**src/design/fpdf_pkg.sv**
```systemverilog
// shared types, constants and helpers of the fixed-point decimal formatter
package fpdf_pkg;

   localparam int MAX_CHARS  = 12;
   localparam int FRAC_MAX   = 9;
   localparam int MAX_DIGITS = 10;
   localparam int VALUE_W    = 32;
   localparam int CHAR_W     = 8;
   localparam int CFG_W      = 4;
   localparam int CSR_IDX_W  = 2;
   localparam int CSR_DATA_W = 8;
   localparam int DIGIT_W    = 4;
   localparam int CNT_W      = $clog2(MAX_DIGITS + 1);
   localparam int LEN_W      = $clog2(MAX_CHARS + 2) + 1;

   localparam logic [CFG_W-1:0]  RST_FIELD_WIDTH = CFG_W'(12);
   localparam logic [CFG_W-1:0]  RST_FRAC_DIGITS = CFG_W'(1);
   localparam logic [CHAR_W-1:0] RST_POS_CHAR    = CHAR_W'(32);
   localparam logic [CHAR_W-1:0] RST_NEG_CHAR    = CHAR_W'(45);

   localparam logic [CHAR_W-1:0] CH_SPACE = 8'h20;
   localparam logic [CHAR_W-1:0] CH_ZERO  = 8'h30;
   localparam logic [CHAR_W-1:0] CH_POINT = 8'h2e;
   localparam logic [CHAR_W-1:0] CH_PLUS  = 8'h2b;
   localparam logic [CHAR_W-1:0] CH_N     = 8'h4e;
   localparam logic [CHAR_W-1:0] CH_A     = 8'h41;

   // floor(x / 10) = (x * RECIP10) >> RECIP10_SHIFT for any 32-bit x
   localparam logic [VALUE_W-1:0] RECIP10       = 32'hcccc_cccd;
   localparam int                 RECIP10_SHIFT = 35;

   typedef enum logic [CSR_IDX_W-1:0] {
      CSR_FIELD_WIDTH = 2'd0,
      CSR_FRAC_DIGITS = 2'd1,
      CSR_POS_CHAR    = 2'd2,
      CSR_NEG_CHAR    = 2'd3
   } csr_idx_type;

   typedef enum logic [1:0] {
      ST_IDLE = 2'd0,
      ST_CONV = 2'd1,
      ST_EMIT = 2'd2
   } ctl_state_type;

   typedef struct packed {
      logic load;
      logic conv_step;
      logic emit_step;
   } ctl_cmd_type;

   typedef struct packed {
      logic conv_done;
      logic out_free;
      logic emit_last;
   } ctl_sts_type;

   function automatic logic [CHAR_W-1:0] nan_char(input logic [1:0] idx);
      logic [CHAR_W-1:0] ch;
      unique case (idx)
         2'd0:    ch = CH_PLUS;
         2'd1:    ch = CH_N;
         2'd2:    ch = CH_A;
         default: ch = CH_N;
      endcase
      return ch;
   endfunction

endpackage

```
**src/design/fpdf_ctrl.sv**
```systemverilog
// controller state machine: accept, digit conversion, character emission
module fpdf_ctrl (
   input  logic                  clock,
   input  logic                  reset,
   input  logic                  req_valid,
   output logic                  req_stall,
   input  fpdf_pkg::ctl_sts_type sts,
   output fpdf_pkg::ctl_cmd_type cmd
);

   fpdf_pkg::ctl_state_type state_ff, state_in;

   always_ff @(posedge clock) begin
      if (reset) begin
         state_ff <= fpdf_pkg::ST_IDLE;
      end else begin
         state_ff <= state_in;
      end
   end

   always_comb begin
      state_in = state_ff;
      unique case (state_ff)
         fpdf_pkg::ST_IDLE: begin
            if (req_valid) state_in = fpdf_pkg::ST_CONV;
         end
         fpdf_pkg::ST_CONV: begin
            if (sts.conv_done) state_in = fpdf_pkg::ST_EMIT;
         end
         fpdf_pkg::ST_EMIT: begin
            if (sts.out_free && sts.emit_last) state_in = fpdf_pkg::ST_IDLE;
         end
         default: state_in = fpdf_pkg::ST_IDLE;
      endcase
   end

   always_comb begin
      cmd       = '0;
      req_stall = 1'b1;
      unique case (state_ff)
         fpdf_pkg::ST_IDLE: begin
            req_stall = 1'b0;
            cmd.load  = req_valid;
         end
         fpdf_pkg::ST_CONV: begin
            cmd.conv_step = 1'b1;
         end
         fpdf_pkg::ST_EMIT: begin
            cmd.emit_step = sts.out_free;
         end
         default: begin
            req_stall = 1'b1;
         end
      endcase
   end

endmodule

```
**config.mk**
```make
export PLATFORM = sky130hd
export DESIGN_NAME = fpdf_ctrl
export DESIGN_NICKNAME = d
export VERILOG_FILES = /design/src/design/fpdf_pkg.sv /design/src/design/fpdf_ctrl.sv
export SDC_FILE = /design/constraint.sdc
export NUM_CORES = 1
export LEC_CHECK = 0
export ABC_AREA = 1
export BUFFER_PORTS_ARGS = -buffer_cell sky130_fd_sc_hd__buf_4
export CAP_MARGIN = 25
export CORE_AREA = 2 2 39 41
export CTS_CLUSTER_SIZE = 12
export DETAILED_ROUTE_END_ITERATION = 7
export DIE_AREA = 0 0 41 43
export SLEW_MARGIN = 20
export SYNTH_ARGS = -nofsm -noshare
export SYNTH_HDL_FRONTEND = slang
export SYNTH_SLANG_ARGS = --single-unit
```
**constraint.sdc**
```tcl
create_clock -name clock -period 0.9 [get_ports clock]
set_clock_uncertainty 0.2 [all_clocks]
set_input_delay 0.045 -clock clock [delete_from_list [all_inputs] [get_ports clock]]
set_output_delay 0.045 -clock clock [all_outputs]
set_load 0.03 [all_outputs]
```
### Word level (Yosys, flattened, before mapping)

Cells that the tools add are included.

* flip-flop bits (word level): 2
* bits of input ports: 6
* output and inout bits: 4
* word-level logic and storage cells: 17

* equal/unequal tests: 5
* muxes and demuxes: 8
* reduce and logical (&&, ||, !) cells: 3

Operators by type and width (count)
* 2-to-1 mux 2 bit: 3
* != test 2 bit (second input constant): 3
* one-hot mux 2 bit (3 select lines): 1
* 2-to-1 mux 1 bit: 4
* AND reduction 3 bit: 1
* == test 2 x 1 -> 1 bit (second input constant): 1
* == test 2 bit (second input constant): 1
* zero test 2 bit: 1
* logical AND 1 bit: 1

### Longest topological paths before layout

Gate-level depths: netlist of run 1.

* depth after elaboration: 3
* mapped depth: 3
* depth with buffers taken out: 3

### Worst setup path after synthesis of run 1

OpenSTA, ideal clock, no wires.

* path kind: reg-to-output
* from: register state_ff[1]
* to: output cmd[2] in the netlist's numbering
* arrival: 0.714 ns
* data required time: 0.655 ns
* path slack: -0.059 ns
* cell stages (with the launch flop): 4
* path buffers: 0
* cell sequence: dfxtp_1 > nor2_2 > nand2_2 > inv_1

RTL lines
* start: declaration: line fpdf_ctrl.sv:11 `fpdf_pkg::ctl_state_type state_ff, state_in;`
* start signal: assignment: line fpdf_ctrl.sv:15 `state_ff <= fpdf_pkg::ST_IDLE;`
* start signal: assignment: line fpdf_ctrl.sv:17 `state_ff <= state_in;`
* end: declaration: line fpdf_ctrl.sv:8 `output fpdf_pkg::ctl_cmd_type cmd`

==> results of run 1 <==
==> layout by cell type, fill, tap and decap left out, drive strengths merged <==
master	instances
and3	1
dfxtp	2
buf	12
nand3b	1
dlygate4sd3	1
nor2	2
inv	4
a21oi	2
nand3	2
clkbuf	3
nand2	2
==> repair_timing <==
item                       CTS  global route
buffers inserted             2             0
setup endpoints to repair    6             6
hold endpoints to repair     2             2
gates resized for setup      8             2
pin swaps                    3             0
==> cell type report <==
cell class | count | share of cell area [%]
multi-input cells | 10 | 23.68
clock buffers | 3 | 7.895
well taps | 16 | 7.018
inverters | 4 | 5.263
repair buffers | 13 | 40.35
flip-flops and latches | 2 | 15.79
==> logic make-up (layout without fill, tap and decap cells) <==
group           Yosys count  in the layout  share of synthesized area, %
compound gates            2              2                         11.34
buf+inv                   5             20                         18.56
flops                     2              2                         32.99
simple gates              8              8                         37.12
==> Yosys cell counts <==
master / count
a21oi_2: 1
nor2_2: 1
nand2_1: 1
nand3b_1: 1
nor2_1: 1
nand3_1: 2
a21oi_1: 1
and3_2: 1
buf_4: 1
nand2_2: 1
dfxtp_1: 2
inv_1: 4
==> worst min-delay path: stages <==
cell and delay [ns]:
buf_4 0.07, nand2_1 0.04, nand3_1 0.06, a21oi_1 0.06
==> routing by layer <==
layer | vias to the layer above | GRT usage [%] | wire length [um] | share of wire, %
li1 | 83 | - | - | -
met1 | 72 | 5.096 | 137 | 38
met2 | 6 | 5.938 | 192 | 53
met3 | 0 | 4.712 | 35 | 9.6
met4 | 0 | 6.000 | 0 | 0
met5 | - | 0 | 0 | 0
==> worst max-delay path by stage <==
stage / from / to / slack, ns / depth (start not counted)
floorplan: state_ff[0] / cmd[0] / 0.001 / 2
global placement: state_ff[0] / cmd[0] / -0.1 / 3
detailed placement: state_ff[0] / cmd[0] / -0.1 / 3
CTS: state_ff[0] / cmd[2] / -0.27 / 4
global route: state_ff[0] / cmd[0] / -0.30 / 3
finish: state_ff[0] / cmd[0] / -0.25 / 3
==> report_power, final <==
group,internal (mW),switching [mW]
combinational,0.0736,0.0656
clock,0.147,0.0498
sequential,0.0951,0.00898
==> metrics.md, run 1 <==
| Metric | Value |
|---|---|
| Status | `finished with violations` |
| Failing checks | `negative hold slack, negative setup slack` |
| Clk_lat worst skew | `roughly 0.22 ns` |
| Arr. time, crit path | `roughly 0.90 ns` |
| CTS tree | `built` |
| Area leader, netlist | `dfxtp_1` |
| Area of the core | `1384 um2` |
| Final setup margin | `-0.2486 ns` |
| Largest stage delay on the critical path | `0.33 ns` |
| CTS H-Tree Depth | `1` |
| Initial Utilization | `8.770%` |
| Hold path start | `sts[0]` |
| Register area share after synthesis | `32.99%` |
| Drc violations | `0` |
| # placed instances | `42` |
| Detail Placement HPWL | `259.6 um` |
| Slew Limit Fails | `0` |
| Post-route minimum period | `1.149 ns` |
| Die area | `between 1500 and 2000 um2` |
| Hold-fix buffers, CTS | `1` |
| Worst hold-check path type | `input port to register` |
| Vias in the first global route | `143` |
| Nets | `40` |
| Routed WL | `365 um` |
| Launching point of the worst reg2reg path | `state_ff[0]` |
| Worst Hold Path EP | `state_ff[1]` |
| Area Growth Syn to Fin | `135.1%` |
| Critical Path Sink Type | `output port` |
| First-pass GRT wire length | `~540 um` |
| Leakage power | `0.1369 nW` |
| Row count | `14` |
| Drt wl/cell | `7.604 um` |
| Max frequency | `a little under 900 MHz` |
| Antenna Nets Post-Route | `0` |
| Largest Register | `state_ff` |
| Total grt overflow | `0` |
| Setup TNS | `-1.143 ns` |
| Reg2Reg Depth | `5` |
| R2R setup slack | `-0.22 ns` |
| Crit-path cells | `inv_2 -> and3_4 -> buf_6` |
| Max FO, Critical Path | `3` |
| Antenna Cells | `0` |
| Via density | `roughly 3.4` |
| 1st-iter DRT viols | `0` |
| Final setup vio count | `6` |
| Crit-path slowest cell | `dfxtp_2` |
| Dpl ws | `-0.09656 ns` |
| Slew Limit Headroom | `around 93%` |
| Port Buf Inserts | `9` |
| Syn nets | `23` |
| Synth top area share | `around a third` |
| Placer Congestion | `0.5931` |
| CP top delay family | `flip-flops` |
| Clock Sinks | `2` |
| RSZ-0062 raised after global routing | `true` |
| Clock slew at reported path FFs | `0.03 ns` |
| Synth unique cells | `12` |
| Chip width | `41 um` |
| DRT Pass-1 Iters | `1` |
| Synthesized instance count | `17` |
| FF/Latch Area | `45.04 um2` |
| Area after DPL | `209.0 um2` |
| Pwr Total | `440.1 uW` |
| Worst-Margin Slew | `slightly below 0.1 ns` |
| Clock root buffer | `clkbuf_4` |
| # IOs | `10` |
| Fin cells | `48` |
| Final hold vios | `2` |
| Cell area after synthesis | `121.4 um2` |
| Worst Setup Start Kind | `register` |
| WP buf/inv | `2` |
| Final hold slack | `-0.1155 ns` |
| Final instance area | `285.3 um2` |
| Final core occ | `20.61%` |
| Max FFs per register | `2` |
| Avg Inst Size Synth | `between 7 and 8 um2` |
| Initial antenna violation count | `0` |
| Yosys reg bits | `2` |
| Fill cells | `160` |
| Largest net degree at the start of global routing | `6` |
| Worst vdd ir | `0.4223 mV` |
| Pwr/cell area | `1543 nW/um2` |
| Main area contributors after synthesis | `dfxtp_1 (33%), inv_1 (12%), nand3_1 (8.2%), a21oi_2 (7.2%), and3_2 (6.2%)` |
| Critical path type | `register to output port` |
| Biggest regs | `state_ff: 2 flops` |
| Worst R2R End | `state_ff[0]` |
| Final Cycle Share | `127.6%` |
| Synth Warn # | `0` |
| GRT Overall Usage | `between 5 and 6%` |
| Via count | `161` |
| Max cap viols | `0` |
| Total CTS buffers | `3` |
| Clock Path Buffers | `2` |
| Hold Path Depth | `4` |
| Area occupied by multi-input gates | `67.56 um2` |
| Layout cell share with drive strength beyond 1 | `71.88%` |
| Worst EP required | `0.65 ns` |
| Die Span Y | `43 um` |
Note: power is estimated with default switching activity, not from simulation.
==> inputs of run 2 (changes only) <==
- clock period: 0.9 -> 1.4 ns (I/O delays scaled with it)
==> run 2 against run 1 <==
Net effect: first-iteration DRC count did not move; worst hold slack gained 0.44 ns; clock power down 36%; utilization down 0.54 points; critical path depth up 1; power is 39% lower; combinational power decreased by 46%; the run now ends clean.
==> metrics.md, run 2 (synthesis gave the netlist of run 1 again) <==
| Metric | Value |
|---|---|
| Area Growth Syn to Fin | `128.9% (was 135.1%)` |
| Worst Setup Start Kind | `input port (was register)` |
| Clock Sinks | `2 (unchanged)` |
| Net Switching | `74.87 uW (was 124.4 uW)` |
| Total grt overflow | `0 (unchanged)` |
| Worst Hold Path EP | `state_ff[1] (unchanged)` |
| Die Span Y | `43 um (unchanged)` |
| Comb power frac | `28.2% (was 31.6%)` |
| Max frequency | `737.2 MHz` |
| Biggest regs | `state_ff: 2 flops (unchanged)` |
| Vias in the first global route | `135 (was 143)` |
| Chip width | `41 um (unchanged)` |
| Setup TNS | `0 ns (was -1.143 ns)` |
| Largest net degree at the start of global routing | `6 (unchanged)` |
| Final hold vios | `0 (was 2)` |
| Clock slew at reported path FFs | `0.03 ns (about the same)` |
| Die area | `1763 um2 (unchanged)` |
| GRT Overall Usage | `5.005% (was 5.305%)` |
| DRT Pass-1 Iters | `1 (unchanged)` |
| Max FO, Critical Path | `2 (was 3)` |
| 1st-iter DRT viols | `0 (unchanged)` |
| Critical Path Sink Type | `output port (unchanged)` |
| Dpl ws | `0.3565 ns (was -0.09656 ns)` |
| Antenna Nets Post-Route | `0 (unchanged)` |
| Initial Utilization | `8.770% (unchanged)` |
| Critical path type | `input port to output port (was register to output port)` |
| RSZ-0062 raised after global routing | `false (was true)` |
| Port Buf Inserts | `9 (unchanged)` |
| Drt wl/cell | `6.918 um (was 7.604 um)` |
| Largest stage delay on the critical path | `0.54 ns (was 0.33 ns)` |
| Crit-path cells | `dlygate4sd3_1 -> buf_4 -> and3_2 -> buf_6 (was inv_2 -> and3_4 -> buf_6)` |
| Switch share | `27.88% (was 28.27%)` |
| Placer Congestion | `0.5680 (was 0.5931)` |
| Routed WL | `339 um (was 365 um)` |
| Reg2Reg Depth | `3 (was 5)` |
| Final Cycle Share | `96.89%` |
| Max cap viols | `0 (unchanged)` |
| Hold Path Depth | `2 (was 4)` |
| Post-route minimum period | `1.356 ns` |
| Clock Path Buffers | `2 (unchanged)` |
| Detail Placement HPWL | `243.6 um (was 259.6 um)` |
| CTS H-Tree Depth | `1 (unchanged)` |
| First-pass GRT wire length | `469 um (was 538 um)` |
| Worst EP required | `1.13 ns (was 0.65 ns)` |
| Pwr/cell area | `967.0 nW/um2 (was 1543 nW/um2)` |
| # IOs | `10 (unchanged)` |
| Clock power frac | `47.4% (was 44.7%)` |
| Clock root buffer | `clkbuf_4 (unchanged)` |
| Fill cells | `161 (was 160)` |
| Fin cells | `49 (was 48)` |
| Area of the core | `1384 um2 (unchanged)` |
| # placed instances | `41 (was 42)` |
| Total CTS buffers | `3 (unchanged)` |
| Final setup vio count | `0 (was 6)` |
| Leakage power | `0.1362 nW (was 0.1369 nW)` |
| CTS tree | `built (unchanged)` |
| Via density | `3.367 (was 3.354)` |
| Crit-path slowest cell | `dlygate4sd3_1 (was dfxtp_2)` |
| Nets | `41 (was 40)` |
| Most frequent cells in the layout | `buf_4 (8), dlygate4sd3_1 (5), inv_1 (4) (was buf_4 (8), buf_6 (4), clkbuf_4 (3))` |
| Max FFs per register | `2 (unchanged)` |
| Final setup margin | `0.04355 ns (was -0.2486 ns)` |
| Clk_lat worst skew | `0.22 ns (about the same)` |
| Arr. time, crit path | `1.09 ns (was 0.90 ns)` |
| Drc violations | `0 (unchanged)` |
| Status | `finished, final reports clean (was finished with violations)` |
| Launching point of the worst reg2reg path | `state_ff[1] (was state_ff[0])` |
| Worst vdd ir | `0.2018 mV (was 0.4223 mV)` |
| Via count | `165 (was 161)` |
| Antenna Cells | `0 (unchanged)` |
| Row count | `14 (unchanged)` |
| Hold path start | `state_ff[0] (was sts[0])` |
| Largest Register | `state_ff (unchanged)` |
| Slew Limit Headroom | `88.85% (was 93.43%)` |
| Initial antenna violation count | `0 (unchanged)` |
| Worst hold-check path type | `register to register (was input port to register)` |
| Layout cell share with drive strength beyond 1 | `48.48% (was 71.88%)` |
| Seq pwr share | `24.5% (was 23.6%)` |
| Most common cell after layout, fill and taps aside | `buf_4 (unchanged)` |
| R2R setup slack | `0.46 ns (was -0.22 ns)` |
| Slew Limit Fails | `0 (unchanged)` |
| Worst R2R End | `state_ff[0] (unchanged)` |
| P_int | `193.7 uW (was 315.7 uW)` |
| Worst-Margin Slew | `0.1670 ns (was 0.09821 ns)` |
[run 2: cell count changes in the layout (fill, tap and decap cells not counted), sizes merged]
cell,previous run,this run
dlygate4sd3,1,5
buf,12,9
[run 2: area by class of cell]
class | count | area [um2] | area share (%)
Clock buffer | 3 | 22.52 | 8.108
Inverter | 4 | 15.01 | 5.405
Multi-Input combinational cell | 10 | 58.81 | 21.17
Sequential cell | 2 | 40.04 | 14.41
Tap cell | 16 | 20.02 | 7.207
Timing Repair Buffer | 14 | 121.4 | 43.69
[run 2: worst max-delay path by stage]
stage,slack (ns),from,to
after floorplan,0.42,state_ff[1],cmd[2]
after global placement,0.36,state_ff[0],cmd[0]
after detailed placement,0.36,state_ff[0],cmd[0]
after CTS,0.03,sts[1],cmd[0]
after global routing,0.01,sts[1],cmd[0]
final,0.04,sts[1],cmd[0]
[run 2: per-stage QoR]
step	power (mW)	util [%]	instance area (um2)	hold WS [ns]
finish	0.2686	20.07	277.8	0.3197
global route	0.2902	20.07	277.8	0.3490
CTS	0.2775	19.80	274.0	0.3226
detailed placement	0.1312	14.56	201.4	0.04388
global placement	0.1306	14.56	201.4	0.04120
floorplan	0.1058	-	121.4	-0.06756
[run 2: what timing repair did]
| action | CTS | global route |
|---|---|---|
| gates resized for setup | 0 | 1 |
| setup buffers | 0 | 0 |
| hold endpoints to repair | 2 | 0 |
| hold buffers | 5 | 0 |
| setup endpoints to repair | 0 | 1 |
[run 2: power groups by stage]
stage	sequential [mW]	combinational (mW)	clock, mW
2_1_floorplan	0.0658	0.0401	0
3_3_place_gp	0.0664	0.0641	0
3_5_place_dp	0.0665	0.0648	0
4_1_cts	0.0657	0.0759	0.136
5_1_grt	0.0666	0.0816	0.142
6_report	0.0657	0.0757	0.127
[run 2: critical path, delay by kind of cell]
kind | cells | cell delay [ns]
buf+inv | 3 | 0.81
simple gates | 1 | 0.20
[run 2: routing by layer]
metal | vias up | routed length [um] | GRT usage, %
li1 | 85 | - | -
met1 | 69 | 123 | 3.185
met2 | 9 | 166 | 5.938
met3 | 2 | 38 | 3.141
met4 | 0 | 10 | 10.00
met5 | - | 0 | 0
